File: config.mk
export PLATFORM = sky130hd
export DESIGN_NAME = stream_metadata_block_parser
export DESIGN_NICKNAME = d
export VERILOG_FILES = /design/src/rtl/smbp_pkg.sv /design/src/rtl/smbp_front.sv /design/src/rtl/smbp_queue.sv /design/src/rtl/smbp_back.sv /design/src/rtl/stream_metadata_block_parser.sv
export SDC_FILE = /design/constraint.sdc
export NUM_CORES = 1
export LEC_CHECK = 0
export BUFFER_PORTS_ARGS = -buffer_cell sky130_fd_sc_hd__buf_2
export CAP_MARGIN = 10
export CORE_MARGIN = 4
export CORE_UTILIZATION = 35
export CTS_BUF_LIST = sky130_fd_sc_hd__clkbuf_8
export CTS_CLUSTER_SIZE = 25
export DETAILED_ROUTE_END_ITERATION = 8
export PLACE_DENSITY_LB_ADDON = 0.05
export SKIP_CTS_REPAIR_TIMING = 1
export SYNTH_ARGS = -nofsm -noshare
export SYNTH_HDL_FRONTEND = slang
export SYNTH_SLANG_ARGS = --single-unit
export TNS_END_PERCENT = 5
File: constraint.sdc
create_clock -name clk_i -period 4.33 [get_ports clk_i]
set_input_delay 0.6495 -clock clk_i [delete_from_list [all_inputs] [get_ports clk_i]]
set_output_delay 0.6495 -clock clk_i [all_outputs]
set_load 0.02 [all_outputs]
File: src/rtl/smbp_pkg.sv
// Shared types and constants of the stream metadata block parser.
package smbp_pkg;

  localparam int unsigned LENGTH_UNIT = 16;
  localparam int unsigned QUEUE_DEPTH_DEFAULT = 2;
  localparam int unsigned LEN_W = 12;
  localparam logic [LEN_W-1:0] MAX_BLOCK_LEN_RESET = 12'd4080;

  localparam logic [7:0] CHAR_NUL = 8'h00;
  localparam logic [7:0] CHAR_EQ = 8'h3D;
  localparam logic [7:0] CHAR_QUOTE = 8'h27;
  localparam logic [7:0] CHAR_SEMI = 8'h3B;

  typedef enum logic [1:0] {
    KIND_NAME  = 2'd0,
    KIND_VALUE = 2'd1,
    KIND_PAIR  = 2'd2,
    KIND_END   = 2'd3
  } kind_e;

  typedef enum logic [1:0] {
    STATUS_OK     = 2'd0,
    STATUS_LEN    = 2'd1,
    STATUS_NO_NUL = 2'd2
  } status_e;

  typedef enum logic [1:0] {
    MODE_NAME  = 2'd0,
    MODE_VALUE = 2'd1,
    MODE_STOP  = 2'd2
  } mode_e;

  typedef struct packed {
    kind_e            kind;
    logic [7:0]       data;
    status_e          status;
    logic [LEN_W-1:0] len;
  } result_t;

  typedef struct packed {
    logic [2:0]        valid;
    result_t [2:0]     slot;
  } bundle_t;

endpackage

File: src/rtl/smbp_front.sv
// Front end: length decode, pair parsing and result bundling per input byte.
module smbp_front import smbp_pkg::*; (
  input  logic             clk_i,
  input  logic             rst_ni,
  input  logic             accept_i,
  input  logic [7:0]       byte_in_i,
  input  logic             cfg_we_i,
  input  logic [LEN_W-1:0] cfg_data_i,
  output bundle_t          bundle_o
);

  logic             in_body_q, in_body_d;
  logic [LEN_W-1:0] remaining_q, remaining_d;
  logic [LEN_W-1:0] total_q, total_d;
  mode_e            mode_q, mode_d;
  logic             held_q, held_d;
  logic [LEN_W-1:0] max_len_q;
  logic [LEN_W-1:0] len_calc;
  logic [LEN_W-1:0] remaining_dec;

  assign len_calc = LEN_W'(byte_in_i[6:0]) * LEN_W'(LENGTH_UNIT);
  assign remaining_dec = remaining_q - LEN_W'(1);

  always_comb begin
    logic cont;
    in_body_d = in_body_q;
    remaining_d = remaining_q;
    total_d = total_q;
    mode_d = mode_q;
    held_d = held_q;
    bundle_o = '0;
    cont = 1'b0;
    if (!in_body_q) begin
      if (byte_in_i[7]) begin
        bundle_o.valid[2] = 1'b1;
        bundle_o.slot[2].kind = KIND_END;
        bundle_o.slot[2].status = STATUS_LEN;
      end else if (len_calc > max_len_q) begin
        bundle_o.valid[2] = 1'b1;
        bundle_o.slot[2].kind = KIND_END;
        bundle_o.slot[2].status = STATUS_LEN;
        bundle_o.slot[2].len = len_calc;
      end else if (len_calc == '0) begin
        total_d = '0;
        bundle_o.valid[2] = 1'b1;
        bundle_o.slot[2].kind = KIND_END;
        bundle_o.slot[2].status = STATUS_OK;
      end else begin
        in_body_d = 1'b1;
        remaining_d = len_calc;
        total_d = len_calc;
        mode_d = MODE_NAME;
        held_d = 1'b0;
      end
    end else begin
      if (mode_q == MODE_NAME || mode_q == MODE_VALUE) begin
        cont = 1'b1;
        if (held_q) begin
          held_d = 1'b0;
          if (mode_q == MODE_NAME && byte_in_i == CHAR_QUOTE) begin
            mode_d = MODE_VALUE;
            cont = 1'b0;
          end else if (mode_q == MODE_VALUE && byte_in_i == CHAR_SEMI) begin
            mode_d = MODE_NAME;
            cont = 1'b0;
            bundle_o.valid[0] = 1'b1;
            bundle_o.slot[0].kind = KIND_PAIR;
          end else begin
            bundle_o.valid[0] = 1'b1;
            bundle_o.slot[0].kind = (mode_q == MODE_NAME) ? KIND_NAME : KIND_VALUE;
            bundle_o.slot[0].data = (mode_q == MODE_NAME) ? CHAR_EQ : CHAR_QUOTE;
          end
        end
        if (cont) begin
          if (byte_in_i == CHAR_NUL) begin
            mode_d = MODE_STOP;
          end else if ((mode_q == MODE_NAME && byte_in_i == CHAR_EQ) ||
                       (mode_q == MODE_VALUE && byte_in_i == CHAR_QUOTE)) begin
            held_d = 1'b1;
          end else begin
            bundle_o.valid[1] = 1'b1;
            bundle_o.slot[1].kind = (mode_q == MODE_NAME) ? KIND_NAME : KIND_VALUE;
            bundle_o.slot[1].data = byte_in_i;
          end
        end
      end
      remaining_d = remaining_dec;
      if (remaining_dec == '0) begin
        bundle_o.valid[2] = 1'b1;
        bundle_o.slot[2].kind = KIND_END;
        bundle_o.slot[2].status = (byte_in_i == CHAR_NUL) ? STATUS_OK : STATUS_NO_NUL;
        bundle_o.slot[2].len = total_q;
        in_body_d = 1'b0;
        remaining_d = '0;
        mode_d = MODE_NAME;
        held_d = 1'b0;
      end
    end
  end

  always_ff @(posedge clk_i or negedge rst_ni) begin
    if (!rst_ni) begin
      in_body_q <= 1'b0;
      remaining_q <= '0;
      total_q <= '0;
      mode_q <= MODE_NAME;
      held_q <= 1'b0;
      max_len_q <= MAX_BLOCK_LEN_RESET;
    end else begin
      if (accept_i) begin
        in_body_q <= in_body_d;
        remaining_q <= remaining_d;
        total_q <= total_d;
        mode_q <= mode_d;
        held_q <= held_d;
      end
      if (cfg_we_i) begin
        max_len_q <= cfg_data_i;
      end
    end
  end

endmodule

File: src/rtl/smbp_queue.sv
// Short bundle queue between the front end and the result stage.
module smbp_queue import smbp_pkg::*; #(
  parameter int unsigned QUEUE_DEPTH = QUEUE_DEPTH_DEFAULT
) (
  input  logic    clk_i,
  input  logic    rst_ni,
  input  logic    wr_i,
  input  bundle_t wr_data_i,
  output logic    full_o,
  input  logic    rd_i,
  output bundle_t rd_data_o,
  output logic    empty_o
);

  localparam int unsigned PtrW = (QUEUE_DEPTH > 1) ? $clog2(QUEUE_DEPTH) : 1;
  localparam int unsigned CntW = $clog2(QUEUE_DEPTH + 1);
  localparam logic [PtrW-1:0] PtrLast = PtrW'(QUEUE_DEPTH - 1);
  localparam logic [CntW-1:0] CntFull = CntW'(QUEUE_DEPTH);

  bundle_t         mem_q [QUEUE_DEPTH];
  logic [PtrW-1:0] wr_ptr_q, wr_ptr_d;
  logic [PtrW-1:0] rd_ptr_q, rd_ptr_d;
  logic [CntW-1:0] count_q, count_d;

  assign full_o = (count_q == CntFull);
  assign empty_o = (count_q == '0);
  assign rd_data_o = mem_q[rd_ptr_q];

  always_comb begin
    wr_ptr_d = wr_ptr_q;
    rd_ptr_d = rd_ptr_q;
    count_d = count_q;
    if (wr_i) begin
      wr_ptr_d = (wr_ptr_q == PtrLast) ? '0 : wr_ptr_q + PtrW'(1);
    end
    if (rd_i) begin
      rd_ptr_d = (rd_ptr_q == PtrLast) ? '0 : rd_ptr_q + PtrW'(1);
    end
    if (wr_i && !rd_i) begin
      count_d = count_q + CntW'(1);
    end else if (!wr_i && rd_i) begin
      count_d = count_q - CntW'(1);
    end
  end

  always_ff @(posedge clk_i) begin
    if (wr_i) begin
      mem_q[wr_ptr_q] <= wr_data_i;
    end
  end

  always_ff @(posedge clk_i or negedge rst_ni) begin
    if (!rst_ni) begin
      wr_ptr_q <= '0;
      rd_ptr_q <= '0;
      count_q <= '0;
    end else begin
      wr_ptr_q <= wr_ptr_d;
      rd_ptr_q <= rd_ptr_d;
      count_q <= count_d;
    end
  end

endmodule

File: src/rtl/smbp_back.sv
// Result stage: unpacks queued bundles into single result words.
module smbp_back import smbp_pkg::*; (
  input  logic    clk_i,
  input  logic    rst_ni,
  input  bundle_t head_i,
  input  logic    head_empty_i,
  output logic    head_rd_o,
  input  logic    pop_i,
  output result_t res_o,
  output logic    last_o
);

  logic [2:0] done_q, done_d;
  logic [2:0] pend;
  logic [2:0] sel;
  logic [1:0] idx;
  logic       fire;

  assign pend = head_i.valid & ~done_q;

  always_comb begin
    if (pend[0]) begin
      idx = 2'd0;
    end else if (pend[1]) begin
      idx = 2'd1;
    end else begin
      idx = 2'd2;
    end
  end

  assign sel = 3'b001 << idx;
  assign res_o = head_i.slot[idx];
  assign last_o = ((pend & ~sel) == '0);
  assign fire = pop_i && !head_empty_i;
  assign head_rd_o = fire && last_o;

  always_comb begin
    done_d = done_q;
    if (fire) begin
      done_d = last_o ? '0 : (done_q | sel);
    end
  end

  always_ff @(posedge clk_i or negedge rst_ni) begin
    if (!rst_ni) begin
      done_q <= '0;
    end else begin
      done_q <= done_d;
    end
  end

endmodule

File: src/rtl/stream_metadata_block_parser.sv
// Top level of the stream metadata block parser.
// Input side is a queue write port: a byte word is taken on a rising edge with
// push high and full low. The first byte of a block is the length byte (bits
// 6:0 unsigned in 16-byte units, bit 7 set is an error); body bytes follow.
// Result side is a queue read port: while empty is low the oldest result word
// (kind, data_byte, status, block_len, last) is on the outputs; pop high with
// empty low takes it. last marks the final result word caused by one byte.
// The configuration channel writes max_block_len on cfg_valid_i with
// cfg_ready_o, which is always high; write it only while the block is idle.
// A result's bundle is registered in the bundle queue when its byte is taken.
// Throughput: one byte per cycle while full is low and each byte causes at
// most one result; a byte causing two or three results needs a pop per result
// word, and the bundle queue (QUEUE_DEPTH entries) absorbs that.
// Stalls on the result side fill the bundle queue, then raise full.
// Reset clears the parser to wait for a length byte, empties the queue and
// sets max_block_len to 4080.
module stream_metadata_block_parser import smbp_pkg::*; #(
  parameter int unsigned QUEUE_DEPTH = QUEUE_DEPTH_DEFAULT
) (
  input  logic             clk_i,
  input  logic             rst_ni,
  input  logic             push,
  output logic             full,
  input  logic [7:0]       byte_in_i,
  input  logic             cfg_valid_i,
  output logic             cfg_ready_o,
  input  logic [LEN_W-1:0] cfg_max_block_len_i,
  output logic             empty,
  input  logic             pop,
  output logic [1:0]       kind_o,
  output logic [7:0]       data_byte_o,
  output logic [1:0]       status_o,
  output logic [LEN_W-1:0] block_len_o,
  output logic             last_o
);

  logic    accept;
  bundle_t bundle;
  bundle_t head;
  logic    q_full;
  logic    q_empty;
  logic    q_rd;
  result_t res;

  assign cfg_ready_o = 1'b1;
  assign full = q_full;
  assign accept = push && !q_full;
  assign empty = q_empty;

  smbp_front u_front (
    .clk_i      (clk_i),
    .rst_ni     (rst_ni),
    .accept_i   (accept),
    .byte_in_i  (byte_in_i),
    .cfg_we_i   (cfg_valid_i),
    .cfg_data_i (cfg_max_block_len_i),
    .bundle_o   (bundle)
  );

  smbp_queue #(
    .QUEUE_DEPTH (QUEUE_DEPTH)
  ) u_queue (
    .clk_i     (clk_i),
    .rst_ni    (rst_ni),
    .wr_i      (accept && (bundle.valid != '0)),
    .wr_data_i (bundle),
    .full_o    (q_full),
    .rd_i      (q_rd),
    .rd_data_o (head),
    .empty_o   (q_empty)
  );

  smbp_back u_back (
    .clk_i        (clk_i),
    .rst_ni       (rst_ni),
    .head_i       (head),
    .head_empty_i (q_empty),
    .head_rd_o    (q_rd),
    .pop_i        (pop),
    .res_o        (res),
    .last_o       (last_o)
  );

  assign kind_o = res.kind;
  assign data_byte_o = res.data;
  assign status_o = res.status;
  assign block_len_o = res.len;

endmodule

**Word-level counts from Yosys, hierarchy flattened**

Memory sizes are Yosys's and may differ from the RTL's.
Index checks and enable logic that the tools add are counted.

- Register bits: 47
- Memory bits (writable): 78
- Input port bits: 25
- Output and inout port bits: 28
- Logic and storage cells: 147
- Memories kept: 1

Memory list:

| name | words | bits a word | read ports | clocked after Yosys merged registers in | write ports | RTL line | text |
|---|---|---|---|---|---|---|---|
| u_queue.mem_q | 2 | 39 | 1 | 0 | 1 | smbp_queue.sv:20 | `bundle_t mem_q [QUEUE_DEPTH];` |

- $add $sub $neg: 5
- $lt $le $gt $ge: 2
- Equal/unequal tests: 9
- Shift-type cells: 1
- Muxes and demuxes: 84
- Bitwise operators: 8
- Reduce and logical (&&, ||, !) cells: 27

Operator list:

| kind | number |
|---|---|
| two-way mux 10 bit | 9 |
| two-way mux 12 bit | 6 |
| binary-select mux 24 bit (select 2 bit) | 1 |
| two-way mux 2 bit | 24 |
| two-way mux 1 bit | 36 |
| two-way mux 14 bit | 2 |
| equality test 8 x 6 -> 1 bit, second input constant | 3 |
| zero test 12 bit | 2 |
| two-way mux 24 bit | 1 |
| two-way mux 11 bit | 2 |
| greater-than comparator 11 x 12 -> 1 bit | 1 |
| subtractor 12 x 1 -> 12 bit, second input constant | 1 |
| logical AND 1 bit | 10 |
| zero test 8 bit | 1 |
| two-way mux 8 bit | 1 |
| AND reduction 4 bit | 2 |
| bitwise AND 3 bit | 2 |
| != test 2 x 1 -> 1 bit, second input constant | 3 |
| inverter 3 bit | 2 |
| two-way mux 5 bit | 1 |
| AND reduction 5 bit | 1 |
| zero test 1 bit | 4 |
| zero test 2 bit | 2 |
| zero test 3 bit | 1 |
| other kinds (14) | 18 |

**Longest topological paths before layout**

- Depth after elaboration: 16
- Depth in mapped cells: 12
- Depth with buffers taken out: 12

**Hierarchy**

From an unflattened synthesis, not the netlist that was laid out.

- Cell total of the unflattened synthesis: 680
- Area, all modules: 9,424.0 um^2

Modules (own cells, without submodules):

| module | times used | cells each | area each (um^2) | seq. area each (um^2) |
|---|---|---|---|---|
| smbp_queue | 1 | 249 | 5,753.0 | 4,604.4 |
| smbp_front | 1 | 328 | 2,886.5 | 885.8 |
| smbp_back | 1 | 99 | 750.7 | 75.1 |
| stream_metadata_block_parser | 1 | 4 | 33.8 | 0.0 |

**Worst setup path after synthesis**

OpenSTA, ideal clock, no wires.

- Kind: input -> register
- From: input byte_in_i[5]
- To: memory u_queue.mem_q[0][10] (netlist bit) (enable)
- Setup time: 407 ps
- Data arrival time: 2,816 ps
- Data required time: 3,923 ps
- Slack: 1,107 ps
- Cell stages on the path: 7
- Path buffers: 0
- Cell sequence: ha_1 > and4b_1 > nand4_1 > o311ai_2 > nand3_1 > o211ai_4 > nor2_1

- Word-level cells in the longest chain between the ends: 14
- Elaborated cells on any way between the ends: 31
- Those cells by class: 1 x order compare; 3 x eq/ne; 18 x mux; 9 x reduce/logical

Ends and longest elaborated chain:

| what | RTL line | text |
|---|---|---|
| from (decl) | stream_metadata_block_parser.sv:24 | `input logic [7:0] byte_in_i,` |
| equality test 8 x 6 -> 1 bit | smbp_front.sv:63 | `end else if (mode_q == MODE_VALUE && byte_in_i == CHAR_SEMI) begin` |
| logical AND 1 bit | smbp_front.sv:63 |  |
| two-way mux 1 bit | smbp_front.sv:63 |  |
| two-way mux 1 bit | smbp_front.sv:60 | `if (mode_q == MODE_NAME && byte_in_i == CHAR_QUOTE) begin` |
| two-way mux 1 bit | smbp_front.sv:58 | `if (held_q) begin` |
| two-way mux 1 bit | smbp_front.sv:56 | `if (mode_q == MODE_NAME \|\| mode_q == MODE_VALUE) begin` |
| two-way mux 1 bit | smbp_front.sv:33 | `if (!in_body_q) begin` |
| two-way mux 1 bit | smbp_front.sv:74 | `if (cont) begin` |
| two-way mux 2 bit | smbp_front.sv:56 |  |
| two-way mux 2 bit | smbp_front.sv:33 |  |
| nonzero test 3 bit * | stream_metadata_block_parser.sv:65 | `.wr_i (accept && (bundle.valid != '0)),` |
| logical AND 1 bit * | stream_metadata_block_parser.sv:65 |  |
| two-way mux 1 bit * | smbp_queue.sv:47 | `if (wr_i) begin` |
| two-way mux 1 bit (implied by the code) * | smbp_queue.sv:48 | `mem_q[wr_ptr_q] <= wr_data_i;` |
| to (decl) | smbp_queue.sv:20 |  |

Every way passes the cells marked *; elsewhere a longest branch is shown, timed or not. The select of a mux whose other input is x is not followed.

**Worst setup path after layout**

- From: register u_queue.rd_ptr_q
- To: output kind_o[0]

- Word-level cells in the longest chain between the ends: 6

Ends and longest elaborated chain:

| what | RTL line | text |
|---|---|---|
| from (decl) | smbp_queue.sv:22 | `logic [PtrW-1:0] rd_ptr_q, rd_ptr_d;` |
| from (signal assigned) | smbp_queue.sv:59 | `rd_ptr_q <= rd_ptr_d;` |
| memory (2 x 39 bit) * | -- |  |
| bitwise AND 3 bit | smbp_back.sv:19 | `assign pend = head_i.valid & ~done_q;` |
| two-way mux 2 bit | smbp_back.sv:24 | `end else if (pend[1]) begin` |
| two-way mux 2 bit | smbp_back.sv:22 | `if (pend[0]) begin` |
| binary-select mux 24 bit (select 2 bit) * | smbp_back.sv:32 | `assign res_o = head_i.slot[idx];` |
| two-way mux 24 bit (implied by the code) * | smbp_back.sv:32 |  |
| to (decl) | stream_metadata_block_parser.sv:30 | `output logic [1:0] kind_o,` |

Marked as above.

==> run_results.csv <==
group,metric,value,unit
outcome,status,"complete, no violations",
synthesis,synth_area,4740,um^2
sta,setup_violations,0,
sta,finClkSkew,0.00767,ns
setup_path,path_cells,"mux2i_1, or2_2, nor2_1, mux4_2, a21oi_1, a31oi_1, buf_2",
setup_path,critical_path_class,"register to output port",
setup_path,slowest_delay,0.49,ns
sta,fmax,313,MHz
place,portBuffers,46,
routing,wire_per_inst,16.8,um
sta,post-route-period-util,0.738,
floorplanning,ioPinCount,53,
floorplanning,row_count,42,
setup_path,r2r_start,"u_front.max_len_q[9]",
synthesis,synth_common_cells,"edfxtp_1 (50), nor2_1 (43), dfrtp_1 (34)",
synthesis,yosys_warnings,0,
sta,relSlewSlack,0.318,
synthesis,synthTopCellsByArea,"edfxtp_1 (32%), dfrtp_1 (18%), mux2i_1 (5.3%), dfstp_2 (4.4%), nor2_1 (3.4%)",
synthesis,muxShareOfSynthArea,0.0885,
clocking,clk_path_buf_depth,2,
synthesis,async_reset_ff_frac,0.457,
setup_path,critical_path_buf_inv_count,1,
setup_path,endpoint_kind,"output port",
global_routing,grt_max_degree,43,
synthesis,synth_fa_ha_area_frac,0.0264,
power,power.density,657,nW/um^2
synthesis,avgSynthCellArea,11.4,um^2
floorplanning,core_area,13200,um^2
place,placed_cells,621,
power,p_sw,1.40,mW
sta,hold_viol_final,0,
global_routing,grt_first_pass_wirelength,17600,um
synthesis,synth_xor_area_frac,0.0111,
clocking,cts_buffers,9,
power,p_seq_frac,0.416,
layout,design_area,5290,um^2
sta,rsz0062_at_grt,"no",
power,swShare,0.402,
global_routing,grt_pass1_vias,3265,
worst_hold_path,hold_path_class,"input port to async pin",
routing,via_count,3239,
setup_path,cp-start-kind,"register",
synthesis,synth-simple-area-share,0.154,
sta,slew_viol_final,0,
setup_path,required,3.68,ns
global_routing,grt-ovfl-total,0,
synthesis,synth.distinct_cells,66,
synthesis,yosys_register_bits,92,
sta,tns,0,ns
place,dpl_cell_area,5100,um^2
layout,drive_gt1_frac,0.245,
floorplanning,chipHeight,124,um
power,ir_drop,185,uV
clocking,clkSinkCount,92,
setup_path,crit_end,"kind_o[0]",
place,gp_congestion,0.771,
setup_path,r2r-end,"u_queue.count_q[1]",
power,p_comb_frac,0.417,
layout,antenna_cells,0,
layout,instances_no_fill,637,
floorplanning,die_area,15500,um^2
clocking,htree_levels,3,
synthesis,synth_compound_area_frac,0.128,
setup_path,crit_family,"simple AND/OR/NAND/NOR gates",
setup_path,slowest_stage,"nor2_1",
setup_path,cp.depth,7,
clocking,clock-root-buffer,"clkbuf_8",
power,total_power,3.48,mW
synthesis,synth_top_area_cell,"edfxtp_1",
power,pwr-share-clk,0.167,
global_routing,grt_util_all_layers,0.144,
routing,firstDrtPassIters,4,
synthesis,synth_top_area_frac,0.317,
routing,drt_wl_total,10700,um
synthesis,ys.flop_type,"edfxtp_1",
floorplanning,die_w,124,um
synthesis,synth_most_common_cell,"edfxtp_1",
routing,drcViolationCount,0,
synthesis,ys_seq_area_frac,0.541,
layout,fin_nets,491,
routing,via_per_inst,5.08,
setup_path,crit_arrival,2.55,ns
clocking,cts.clk_slew.worst_paths,0.09,ns
setup_path,worstSetupStartpoint,"u_queue.rd_ptr_q",
routing,ant_nets,0,
synthesis,syn_inst,417,
flow_run,cap_violations,0,
sta,hold_slack,0.449,ns
power,p_leak,2.14,nW
layout,areaGrowthSynthToFinish,11.8,%
setup_path,r2r_slack,1.45,ns
sta,layout_min_cycle_time,3.20,ns
synthesis,synth_edf_count,50,
floorplanning,initial_core_util,0.358,
global_routing,grt_antenna_before_repair,0,
routing,drt_iter0_markers,197,
setup_path,reg2regPathDepth,12,
synthesis,synth_top_family_by_area,"simple AND/OR/NAND/NOR gates",
sta,worstMarginPinSlew,1.02,ns
power,p_int,2.08,mW
clocking,tritoncts,"built",
place,place_hpwl,7430,um
clocking,clock_latency,0.37,ns
setup_path,critical_path.max_fanout,8,
[worst min-delay path by stage]
stage	start	slack (ns)	cells past startpoint	end
detailed placement	u_back.done_q[2]	0.48	1	u_back.done_q[2]
global route	cfg_max_block_len_i[6]	0.47	3	u_front.max_len_q[6]
global placement	u_back.done_q[2]	0.47	1	u_back.done_q[2]
floorplan	rst_ni	0.35	0	u_back.done_q[0]
CTS	cfg_max_block_len_i[7]	0.46	3	u_front.max_len_q[7]
finish	rst_ni	0.45	1	u_front.total_q[9]
[state kept, by name (all words and copies together) (netlist names)]
name	cells
u_front.mode_q	2
u_front.max_len_q	12
u_queue.mem_q	50
u_queue.wr_ptr_q	1
u_front.total_q	7
u_front.remaining_q	12
u_back.done_q	3
u_front.in_body_q	1
u_queue.count_q	2
u_queue.rd_ptr_q	1
u_front.held_q	1
[worst reg2reg max path: cells and delay by family, from the launching register on]
family	cells	cell delay, ns
fa+ha+maj	2	0.49
xor+xnor	2	0.28
buf+inv	2	0.11
compound gates	3	0.90
flops	1	0.52
simple gates	3	0.49
[stage by stage]
| step | worst slack [ns] | util |
|---|---|---|
| final | 1.13 | 0.400 |
| after global routing | 0.890 | 0.400 |
| after CTS | 1.08 | 0.400 |
| after detailed placement | 1.12 | 0.385 |
| after global placement | 1.19 | 0.385 |
| after floorplan | 1.11 | - |
[per-layer routing]
metal,vias up,wire (um),track usage
met5,-,0,0
met4,0,203,0.0600
met3,13,361,0.0279
met2,52,4940,0.227
met1,1569,5170,0.194
li1,1605,-,-
[final cells by class]
cell class                 instances  area [um^2]
fill                            1347         7950
clock buffer                       9          124
sequential                        92         2560
clock inverter                     7         67.6
tap                              176          220
inverter                          24         90.1
timing repair buffer              51          268
multi-input combinational        278         1960
[layout by cell type, fill, tap and decap left out, drive strengths merged, types with 11 or more instances in the layout]
cell	instances
mux2i	25
nor2	43
inv	24
a21oi	21
o21ai	21
and2	12
nor3	12
dfrtp	34
buf	51
edfxtp	50
mux2	11
nand2	18
[power by group through the flow]
| stage | clock, mW | combinational [mW] | sequential [mW] |
|---|---|---|---|
| after CTS | 0.599 | 1.49 | 1.45 |
| after detailed placement | 0 | 1.48 | 1.47 |
| after floorplan | 0 | 1.16 | 1.38 |
| final | 0.581 | 1.45 | 1.45 |
| after global routing | 0.649 | 1.63 | 1.48 |
| after global placement | 0 | 1.48 | 1.46 |
[kinds of logic (layout without fill, tap and decap cells)]
logic type	after synthesis	after routing
AO/OA/AOI/OAI	87	87
AND/OR/NAND/NOR	131	131
flip-flops	92	92
buffers and inverters	51	91
XOR/XNOR	6	6
other	2	6
adder cells (fa/ha/maj)	10	10
multiplexers	38	38
Note: power is estimated with default switching activity, not from simulation.
